### src/hw/rtl/dtc_pkg.sv
// Package for the differential drive turn control unit.
// Holds register reset values, the turn mode codes, register indexes and
// the divider control and result types. No dependencies.
`default_nettype none

package dtc_pkg;

   // Field widths
   localparam int ANGLE_W  = 16;
   localparam int THR_W    = 15;
   localparam int SPEED_W  = 16;
   localparam int OUT_W    = 17;
   localparam int MAG_W    = 17;
   localparam int PROD_W   = SPEED_W + THR_W;
   localparam int CSR_IDX_W = 2;

   // Register reset values
   localparam logic [THR_W-1:0]   HARD_THR_RESET     = 15'd7282;
   localparam logic [THR_W-1:0]   SOFT_THR_RESET     = 15'd5825;
   localparam logic [THR_W-1:0]   STRAIGHT_THR_RESET = 15'd1456;
   localparam logic [SPEED_W-1:0] MAX_SPEED_RESET    = 16'd2560;

   // Register indexes on the csr port
   typedef enum logic [CSR_IDX_W-1:0] {
      CSR_HARD_THR     = 2'd0,
      CSR_SOFT_THR     = 2'd1,
      CSR_STRAIGHT_THR = 2'd2,
      CSR_MAX_SPEED    = 2'd3
   } csr_index_type;

   // Turning mode codes
   typedef enum logic [1:0] {
      MODE_STRAIGHT = 2'd0,
      MODE_SOFT     = 2'd1,
      MODE_HARD     = 2'd2
   } turn_mode_type;

   // Divider control: start loads dividend and divisor
   typedef struct packed {
      logic              start;
      logic [PROD_W-1:0] dividend;
      logic [THR_W-1:0]  divisor;
   } div_ctrl_type;

   // Divider result: done pulses once the quotient is settled
   typedef struct packed {
      logic               done;
      logic [SPEED_W-1:0] quotient;
      logic               rem_nonzero;
   } div_result_type;

endpackage

`default_nettype wire

### src/hw/rtl/dtc_req_if.sv
// Request channel of the turn control unit: heading angle and length.
// Depends on dtc_pkg for field widths.
`default_nettype none

interface dtc_req_if
   import dtc_pkg::*;
   ();
   logic                       valid;
   logic                       ready;
   logic signed [ANGLE_W-1:0]  heading_angle;
   logic        [SPEED_W-1:0]  heading_length;

   modport source (output valid, heading_angle, heading_length, input ready);
   modport sink   (input valid, heading_angle, heading_length, output ready);
endinterface

`default_nettype wire

### src/hw/rtl/dtc_rsp_if.sv
// Response channel of the turn control unit: wheel speeds and turn mode.
// Depends on dtc_pkg for field widths.
`default_nettype none

interface dtc_rsp_if
   import dtc_pkg::*;
   ();
   logic                     valid;
   logic                     ready;
   logic signed [OUT_W-1:0]  left_speed;
   logic signed [OUT_W-1:0]  right_speed;
   logic        [1:0]        turn_mode;

   modport source (output valid, left_speed, right_speed, turn_mode, input ready);
   modport sink   (input valid, left_speed, right_speed, turn_mode, output ready);
endinterface

`default_nettype wire

### src/hw/rtl/dtc_mode_next.sv
// Hysteresis cascade that picks the next turning mode from the angle magnitude.
// Depends on dtc_pkg.
`default_nettype none

module dtc_mode_next
   import dtc_pkg::*;
(
   input  turn_mode_type      mode_cur,
   input  logic [MAG_W-1:0]   mag,
   input  logic [THR_W-1:0]   hard_thr,
   input  logic [THR_W-1:0]   soft_thr,
   input  logic [THR_W-1:0]   straight_thr,
   output turn_mode_type      mode_next
);

   logic          above_hard;
   logic          above_soft;
   logic          above_straight;
   turn_mode_type m0;
   turn_mode_type m1;
   turn_mode_type m2;

   // Compare the magnitude against the three thresholds
   assign above_hard     = mag > {2'b00, hard_thr};
   assign above_soft     = mag > {2'b00, soft_thr};
   assign above_straight = mag > {2'b00, straight_thr};

   // Walk the cascade: hard may drop to soft, soft moves on, straight moves on
   always_comb begin
      case (mode_cur)
         MODE_HARD:     m0 = MODE_HARD;
         MODE_SOFT:     m0 = MODE_SOFT;
         default:       m0 = MODE_STRAIGHT;
      endcase

      m1 = m0;
      if (m0 == MODE_HARD && !above_soft) begin
         m1 = MODE_SOFT;
      end

      m2 = m1;
      if (m1 == MODE_SOFT) begin
         if (above_hard) begin
            m2 = MODE_HARD;
         end else if (!above_straight) begin
            m2 = MODE_STRAIGHT;
         end
      end

      mode_next = m2;
      if (m2 == MODE_STRAIGHT) begin
         if (above_hard) begin
            mode_next = MODE_HARD;
         end else if (above_straight) begin
            mode_next = MODE_SOFT;
         end
      end
   end

endmodule

`default_nettype wire

### src/hw/rtl/dtc_div_unit.sv
// Restoring divider, one quotient bit per cycle.
// The dividend must be below divisor * 2^16. Depends on dtc_pkg.
`default_nettype none

module dtc_div_unit
   import dtc_pkg::*;
(
   input  logic           clock,
   input  logic           reset,
   input  div_ctrl_type   ctrl,
   output div_result_type result
);

   logic               busy_ff,  busy_in;
   logic               done_ff,  done_in;
   logic [3:0]         cnt_ff,   cnt_in;
   logic [THR_W-1:0]   rem_ff,   rem_in;
   logic [SPEED_W-1:0] low_ff,   low_in;
   logic [THR_W-1:0]   den_ff,   den_in;
   logic [THR_W:0]     trial;
   logic [THR_W:0]     diff;
   logic               ge;

   // One subtract-and-compare step
   assign trial = {rem_ff, low_ff[SPEED_W-1]};
   assign diff  = trial - {1'b0, den_ff};
   assign ge    = trial >= {1'b0, den_ff};

   // Load on start, then shift one quotient bit in per cycle
   always_comb begin
      busy_in = busy_ff;
      done_in = 1'b0;
      cnt_in  = cnt_ff;
      rem_in  = rem_ff;
      low_in  = low_ff;
      den_in  = den_ff;
      if (ctrl.start) begin
         busy_in = 1'b1;
         cnt_in  = '0;
         rem_in  = ctrl.dividend[PROD_W-1:SPEED_W];
         low_in  = ctrl.dividend[SPEED_W-1:0];
         den_in  = ctrl.divisor;
      end else if (busy_ff) begin
         rem_in = ge ? diff[THR_W-1:0] : trial[THR_W-1:0];
         low_in = {low_ff[SPEED_W-2:0], ge};
         cnt_in = cnt_ff + 4'd1;
         if (cnt_ff == 4'd15) begin
            busy_in = 1'b0;
            done_in = 1'b1;
         end
      end
   end

   always_ff @(posedge clock) begin
      if (reset) begin
         busy_ff <= 1'b0;
         done_ff <= 1'b0;
         cnt_ff  <= '0;
      end else begin
         busy_ff <= busy_in;
         done_ff <= done_in;
         cnt_ff  <= cnt_in;
      end
      rem_ff <= rem_in;
      low_ff <= low_in;
      den_ff <= den_in;
   end

   assign result.done        = done_ff;
   assign result.quotient    = low_ff;
   assign result.rem_nonzero = rem_ff != '0;

endmodule

`default_nettype wire

### src/hw/rtl/differential_drive_turn_control_unit.sv
// Differential drive turn control: each request (signed heading angle in
// Q2.13 radians, heading length in 1/256 speed units) yields one response
// with left and right wheel speeds and the turning mode after the step.
// The mode (straight, soft, hard) moves with hysteresis on the angle
// magnitude. One request is in flight at a time: req ready is high only
// while the unit is idle. Straight and hard steps go from acceptance via
// S_EVAL and S_FINISH to response valid in S_RESP; soft steps with a
// nonzero hard threshold add S_MUL, which forms base*|a|, then S_LOAD and
// S_DIV, where the serial divider divides it by H. A new request can be
// taken the cycle after the response is accepted. Registers on the csr
// port must be written only while idle; the unit does not enforce this.
// Depends on dtc_pkg, the channel interfaces, dtc_mode_next, dtc_div_unit.
`default_nettype none

module differential_drive_turn_control_unit
   import dtc_pkg::*;
(
   input  logic                  clock,
   input  logic                  reset,
   dtc_req_if.sink               req_ch,
   dtc_rsp_if.source             rsp_ch,
   input  logic                  csr_write_enable,
   input  logic [CSR_IDX_W-1:0]  csr_index,
   input  logic [SPEED_W-1:0]    csr_write_data
);

   typedef enum logic [2:0] {
      S_IDLE,
      S_EVAL,
      S_MUL,
      S_LOAD,
      S_DIV,
      S_FINISH,
      S_RESP
   } state_type;

   state_type              state_ff;
   logic [THR_W-1:0]       hard_thr_ff;
   logic [THR_W-1:0]       soft_thr_ff;
   logic [THR_W-1:0]       straight_thr_ff;
   logic [SPEED_W-1:0]     max_speed_ff;
   turn_mode_type          mode_ff;
   logic [ANGLE_W-1:0]     angle_ff;
   logic [SPEED_W-1:0]     length_ff;
   logic [SPEED_W-1:0]     base_ff;
   logic [THR_W-1:0]       mag_ff;
   logic                   pos_ff;
   logic [PROD_W-1:0]      product_ff;
   logic                   rsp_valid_ff;
   logic signed [OUT_W-1:0] left_ff;
   logic signed [OUT_W-1:0] right_ff;

   logic [MAG_W-1:0]       mag;
   logic [SPEED_W-1:0]     base;
   turn_mode_type          mode_in;
   div_ctrl_type           div_ctrl;
   div_result_type         div_res;
   logic [OUT_W-1:0]       fast_sum;
   logic [SPEED_W-1:0]     fast_soft;
   logic [SPEED_W-1:0]     slow_soft;
   logic signed [OUT_W-1:0] slow_in;
   logic signed [OUT_W-1:0] fast_in;

   // Magnitude of the angle; the most negative code gives 32768
   assign mag  = angle_ff[ANGLE_W-1] ? (17'd65536 - {1'b0, angle_ff})
                                     : {1'b0, angle_ff};
   assign base = (length_ff < max_speed_ff) ? length_ff : max_speed_ff;

   dtc_mode_next u_mode_next (
      .mode_cur     (mode_ff),
      .mag          (mag),
      .hard_thr     (hard_thr_ff),
      .soft_thr     (soft_thr_ff),
      .straight_thr (straight_thr_ff),
      .mode_next    (mode_in)
   );

   assign div_ctrl.start    = state_ff == S_LOAD;
   assign div_ctrl.dividend = product_ff;
   assign div_ctrl.divisor  = hard_thr_ff;

   dtc_div_unit u_div_unit (
      .clock  (clock),
      .reset  (reset),
      .ctrl   (div_ctrl),
      .result (div_res)
   );

   // Soft wheels: slow = base - ceil(base*|a|/H), fast = base + floor(...)
   assign fast_sum  = {1'b0, base_ff} + {1'b0, div_res.quotient};
   assign fast_soft = fast_sum[OUT_W-1] ? {SPEED_W{1'b1}} : fast_sum[SPEED_W-1:0];
   assign slow_soft = base_ff - div_res.quotient - {{(SPEED_W-1){1'b0}}, div_res.rem_nonzero};

   // Pick slow and fast wheel speeds for the settled mode
   always_comb begin
      case (mode_ff)
         MODE_SOFT: begin
            if (hard_thr_ff == '0) begin
               slow_in = $signed({1'b0, base_ff});
               fast_in = $signed({1'b0, base_ff});
            end else begin
               slow_in = $signed({1'b0, slow_soft});
               fast_in = $signed({1'b0, fast_soft});
            end
         end
         MODE_HARD: begin
            slow_in = -$signed({1'b0, max_speed_ff});
            fast_in = $signed({1'b0, max_speed_ff});
         end
         default: begin
            slow_in = $signed({1'b0, base_ff});
            fast_in = $signed({1'b0, base_ff});
         end
      endcase
   end

   // Hold configuration registers
   always_ff @(posedge clock) begin
      if (reset) begin
         hard_thr_ff     <= HARD_THR_RESET;
         soft_thr_ff     <= SOFT_THR_RESET;
         straight_thr_ff <= STRAIGHT_THR_RESET;
         max_speed_ff    <= MAX_SPEED_RESET;
      end else if (csr_write_enable) begin
         case (csr_index)
            CSR_HARD_THR:     hard_thr_ff     <= csr_write_data[THR_W-1:0];
            CSR_SOFT_THR:     soft_thr_ff     <= csr_write_data[THR_W-1:0];
            CSR_STRAIGHT_THR: straight_thr_ff <= csr_write_data[THR_W-1:0];
            CSR_MAX_SPEED:    max_speed_ff    <= csr_write_data;
            default: ;
         endcase
      end
   end

   // Sequence one request: evaluate, optionally divide, finish, respond
   always_ff @(posedge clock) begin
      if (reset) begin
         state_ff     <= S_IDLE;
         mode_ff      <= MODE_STRAIGHT;
         rsp_valid_ff <= 1'b0;
      end else begin
         case (state_ff)
            S_IDLE: begin
               if (req_ch.valid) begin
                  state_ff <= S_EVAL;
               end
            end
            S_EVAL: begin
               mode_ff <= mode_in;
               if (mode_in == MODE_SOFT && hard_thr_ff != '0) begin
                  state_ff <= S_MUL;
               end else begin
                  state_ff <= S_FINISH;
               end
            end
            S_MUL: begin
               state_ff <= S_LOAD;
            end
            S_LOAD: begin
               state_ff <= S_DIV;
            end
            S_DIV: begin
               if (div_res.done) begin
                  state_ff <= S_FINISH;
               end
            end
            S_FINISH: begin
               rsp_valid_ff <= 1'b1;
               state_ff     <= S_RESP;
            end
            S_RESP: begin
               if (rsp_ch.ready) begin
                  rsp_valid_ff <= 1'b0;
                  state_ff     <= S_IDLE;
               end
            end
            default: begin
               state_ff <= S_IDLE;
            end
         endcase
      end

      // Payload registers
      if (state_ff == S_IDLE && req_ch.valid) begin
         angle_ff  <= req_ch.heading_angle;
         length_ff <= req_ch.heading_length;
      end
      if (state_ff == S_EVAL) begin
         base_ff <= base;
         mag_ff  <= mag[THR_W-1:0];
         pos_ff  <= !angle_ff[ANGLE_W-1] && (angle_ff != '0);
      end
      if (state_ff == S_MUL) begin
         product_ff <= base_ff * mag_ff;
      end
      if (state_ff == S_FINISH) begin
         left_ff  <= pos_ff ? slow_in : fast_in;
         right_ff <= pos_ff ? fast_in : slow_in;
      end
   end

   assign req_ch.ready       = state_ff == S_IDLE;
   assign rsp_ch.valid       = rsp_valid_ff;
   assign rsp_ch.left_speed  = left_ff;
   assign rsp_ch.right_speed = right_ff;
   assign rsp_ch.turn_mode   = mode_ff;

endmodule

`default_nettype wire
### src/flat_wrapper.sv
// flat-port wrapper written by rule: the top's interface ports become plain ports
module differential_drive_turn_control_unit_flat import dtc_pkg::*;
  (clock, reset, csr_write_enable, csr_index, csr_write_data, req_ch_valid, req_ch_heading_angle, req_ch_heading_length, req_ch_ready, rsp_ch_valid, rsp_ch_left_speed, rsp_ch_right_speed, rsp_ch_turn_mode, rsp_ch_ready);
  dtc_req_if req_ch_i ();
  dtc_rsp_if rsp_ch_i ();
  input  logic clock;
  input  logic reset;
  input  logic csr_write_enable;
  input  logic [CSR_IDX_W-1:0] csr_index;
  input  logic [SPEED_W-1:0] csr_write_data;
  input wire logic [$bits(req_ch_i.valid)-1:0] req_ch_valid;
  input wire logic [$bits(req_ch_i.heading_angle)-1:0] req_ch_heading_angle;
  input wire logic [$bits(req_ch_i.heading_length)-1:0] req_ch_heading_length;
  output wire logic [$bits(req_ch_i.ready)-1:0] req_ch_ready;
  output wire logic [$bits(rsp_ch_i.valid)-1:0] rsp_ch_valid;
  output wire logic [$bits(rsp_ch_i.left_speed)-1:0] rsp_ch_left_speed;
  output wire logic [$bits(rsp_ch_i.right_speed)-1:0] rsp_ch_right_speed;
  output wire logic [$bits(rsp_ch_i.turn_mode)-1:0] rsp_ch_turn_mode;
  input wire logic [$bits(rsp_ch_i.ready)-1:0] rsp_ch_ready;
  assign req_ch_i.valid = req_ch_valid;
  assign req_ch_i.heading_angle = req_ch_heading_angle;
  assign req_ch_i.heading_length = req_ch_heading_length;
  assign req_ch_ready = req_ch_i.ready;
  assign rsp_ch_valid = rsp_ch_i.valid;
  assign rsp_ch_left_speed = rsp_ch_i.left_speed;
  assign rsp_ch_right_speed = rsp_ch_i.right_speed;
  assign rsp_ch_turn_mode = rsp_ch_i.turn_mode;
  assign rsp_ch_i.ready = rsp_ch_ready;
  differential_drive_turn_control_unit u_core (.clock(clock), .reset(reset), .req_ch(req_ch_i), .rsp_ch(rsp_ch_i), .csr_write_enable(csr_write_enable), .csr_index(csr_index), .csr_write_data(csr_write_data));
endmodule
### config.mk
export PLATFORM = sky130hd
export DESIGN_NAME = differential_drive_turn_control_unit_flat
export DESIGN_NICKNAME = d
export VERILOG_FILES = /design/src/hw/rtl/dtc_pkg.sv /design/src/hw/rtl/dtc_req_if.sv /design/src/hw/rtl/dtc_rsp_if.sv /design/src/hw/rtl/dtc_mode_next.sv /design/src/hw/rtl/dtc_div_unit.sv /design/src/hw/rtl/differential_drive_turn_control_unit.sv /design/src/flat_wrapper.sv
export SDC_FILE = /design/constraint.sdc
export NUM_CORES = 1
export LEC_CHECK = 0
export ABC_AREA = 0
export BUFFER_PORTS_ARGS = -buffer_cell sky130_fd_sc_hd__clkbuf_2
export CORE_MARGIN = 8
export CORE_UTILIZATION = 40
export DETAILED_ROUTE_END_ITERATION = 10
export MAX_ROUTING_LAYER = met4
export PLACE_DENSITY_LB_ADDON = 0.1
export SLEW_MARGIN = 10
export SYNTH_ARGS = -nofsm -noshare
export SYNTH_HDL_FRONTEND = slang
export SYNTH_HIERARCHICAL = 1
export SYNTH_SLANG_ARGS = --single-unit
### constraint.sdc
create_clock -name clock -period 15.7 [get_ports clock]
set_clock_uncertainty 0.1 [all_clocks]
set_input_delay 0.785 -clock clock [delete_from_list [all_inputs] [get_ports clock]]
set_output_delay 0.785 -clock clock [all_outputs]
set_load 0.05 [all_outputs]
==> flow_summary.ini <==
[cts]
cts_tree = yes
cts-root-buf = sky130_fd_sc_hd__clkbuf_16
cts.hold.buffers_added = 0
cts_num_sinks = 248
clock_path_buffers = 3
numCtsBuffers = 30
cts.reportedPaths.clkPinSlew_ns = 0.06
post_cts_resized = 0
cts_max_level = 1
clk-insertion-delay-late_ns = 0.62
cts.repair_timing.setup_buffer_count = 0

[global_route]
vias_in_the_first_global_route = 17600
track_usage_pct = 20.9
globalRouteOverflowTotal = 0
wire_length_of_the_first_global_routing_pass_um = 101000
maximum_number_of_pins_on_one_net_before_global_route_repair = 70
number_of_antenna_violations_at_the_first_check_in_global_routing = 1

[die]
design.die.area_um2 = 64200
dieWidth_um = 253
initial_core_util_pct = 40.2
ioPinCount = 93
placementRows = 87
fp.coreArea_um2 = 56100
die_y_um = 253

[min_path]
holdPathStages = 1
holdPathEnd = u_core/length_ff[9]
type_of_the_most_critical_hold_path = in2reg
min_from = req_ch_heading_length[9]

[critical_path]
regToRegStartpoint = u_core/base_ff[5]
critPathCaptureType = flip-flop
cell_type_of_the_slowest_stage_on_the_worst_timing_path = sky130_fd_sc_hd__edfxtp_1
critical-path-max-stage-delay_ns = 0.71
timing_worst_setup_path_type = reg2reg
worst-endpoint-required_ns = 15.96
critPathArrivalTime_ns = 7.43
critical_path.n_buffers_inverters = 6
worst-path-max-fanout = 19
reg2reg_depth = 21
rr_endpoint = u_core/product_ff[29]
critical_path.top_delay_family = adder cells
crit_chain = and2_1, fa_1, inv_1, fa_1, inv_1, fa_1, inv_1, fa_1, inv_1, fa_1, inv_1, fa_1, inv_1, ha_1, a211o_1, a31o_2, a311oi_1, o31ai_1, a31oi_1, o221ai_1, xor2_1
setup.reg_to_reg.worst_slack_ns = 8.53
cp-start-kind = flip-flop

[synthesis]
synth.area.mux_share_pct = 2.22
synth_top_flop_cell = sky130_fd_sc_hd__edfxtp_1
synth_largest_type_area_fraction_pct = 23.3
synthCells = 2375
synth-seq-area-share_pct = 29.8
synth.ff_latch_count = 248
synth_xor_xnor_area_share_pct = 3.38
synth-async-reset-ratio_pct = 0
simple_gate_share_of_the_synthesized_area_pct = 15.7
count_of_flip_flops_with_a_built_in_enable_after_synthesis = 175
syn_avg_cell_area_um2 = 9.49
yosys.area_share.adder_pct = 28.5
fraction_of_the_mapped_netlist_area_in_compound_gates_pct = 12.7
ys.warnings.count = 6
synth_cell_types = 81
dominant_combinational_cell_family_by_area_after_synthesis = adder cells
netlist_area_um2 = 22500
synth_largest_area_cell = sky130_fd_sc_hd__edfxtp_1
netlist_top_cells_area = sky130_fd_sc_hd__edfxtp_1 (23%), sky130_fd_sc_hd__fa_1 (16%), sky130_fd_sc_hd__ha_1 (12%)

[placed_design]
numPortBuffers = 92
place.gp.congestion = 0.875
dp.final_hpwl_um = 50900

[sta]
timing.fmax_mhz = 139
min_period_ns = 7.17
hold_violations = 0
slew_headroom_pct = 17.2
rsz0062_at_grt = no
fin_setup_tns_ns = 0
final.period_utilization_pct = 45.7
slew_at_the_pin_closest_to_its_max_slew_limit_ns = 1.24
slew_violations = 0
final-setup-viol-count = 0

[drt]
drtAntennaViolNets = 0
route.detailed.wl_per_inst_um = 20.4
detailedRoute.firstIterationViolations = 1399
routed_wirelength_um = 65600
drt-vias-per-instance = 5.36
firstDrtPassIters = 6
detailroute.via_count = 17200
drc = 0

[finish]
fin_util_pct = 44.0
fraction_of_layout_cells_with_a_size_suffix_above_1_pct = 10.1
area_delta_synth_final_pct = 9.42
layout.cells.most_common = sky130_fd_sc_hd__inv_1
final_nets = 2891
mostFrequentLayoutCells = sky130_fd_sc_hd__inv_1 (349), sky130_fd_sc_hd__nand2_1 (295), sky130_fd_sc_hd__ha_1 (219)

[outcome]
status = finished, final reports clean

[flow_run]
drv.max_cap_violation_count = 0
[state kept, by name, indices dropped and copies added, names as in the netlist]
name and flops:
u_core/product_ff 31, u_core/rsp_ch.left_speed 17, u_core/rsp_ch.right_speed 17, u_core/angle_ff 16
u_core/base_ff 16, u_core/length_ff 16, u_core/max_speed_ff 16, u_core/u_div_unit/low_ff 16
u_core/hard_thr_ff 15, u_core/mag_ff 15, u_core/soft_thr_ff 15, u_core/straight_thr_ff 15
u_core/u_div_unit/den_ff 15, u_core/u_div_unit/rem_ff 15, u_core/u_div_unit/cnt_ff 4, u_core/state_ff 3
u_core/rsp_ch.turn_mode 2, u_core/pos_ff 1, u_core/rsp_ch.valid 1, u_core/u_div_unit/busy_ff 1
u_core/u_div_unit/done_ff 1
[how the worst max path moves through the flow]
stage,startpoint,to,slack [ns],depth (start not counted)
CTS,u_core/base_ff[5],u_core/product_ff[29],8.63,21
finish,u_core/base_ff[5],u_core/product_ff[29],8.53,21
detailed placement,u_core/base_ff[5],u_core/product_ff[29],8.60,21
global route,u_core/base_ff[5],u_core/product_ff[29],8.35,21
floorplan,u_core/base_ff[5],u_core/product_ff[22],9.38,23
global placement,u_core/base_ff[5],u_core/product_ff[29],8.66,21
[metrics by stage]
stage / area (um^2) / hold WS (ns) / cells / setup slack, ns
after floorplan: 22500 / 0.336 / 2376 / 9.38
after global placement: 23800 / 0.342 / 3157 / 8.66
after detailed placement: 23800 / 0.348 / 3157 / 8.60
after CTS: 24700 / 0.203 / 3211 / 8.63
after global routing: 24700 / 0.202 / 3212 / 8.35
final: 24700 / 0.245 / 3212 / 8.53
[layer usage]
layer	track usage, %	vias up	share of wire, %
li1	-	8141	-
met1	27.7	8482	45
met2	32.5	495	46
met3	3.29	110	5.5
met4	6.76	0	3.7
met5	-	-	0
[Yosys cell counts, drive strengths merged, types with 22 or more instances]
cell type	instances
o31ai	22
fa	184
clkbuf	82
a21o	25
dfxtp	73
nand3b	23
nand3	26
nor2	88
nor3	26
xnor2	61
xor2	26
a31oi	31
and2	153
ha	219
o21ai	72
inv	349
mux2	40
nand4	23
nand2	295
edfxtp	175
a21oi	151
[kinds of logic after synthesis]
kind of cell / Yosys count
compound gates: 434
fa+ha+maj: 403
flops: 248
xor+xnor: 87
buf+inv: 445
simple gates: 712
mux: 45
other cells: 1
[layout make-up]
class	count	area (um^2)
clock inverter	15	98.8
sequential	248	6720
clock buffer	39	815
inverter	350	1310
antenna	1	2.50
tap	756	946
fill	5543	31400
timing repair buffer	120	671
multi-input combinational	1683	14100
Power is not shown: default switching activity piles up to over one toggle a cycle in this logic, so the estimate is an artifact.
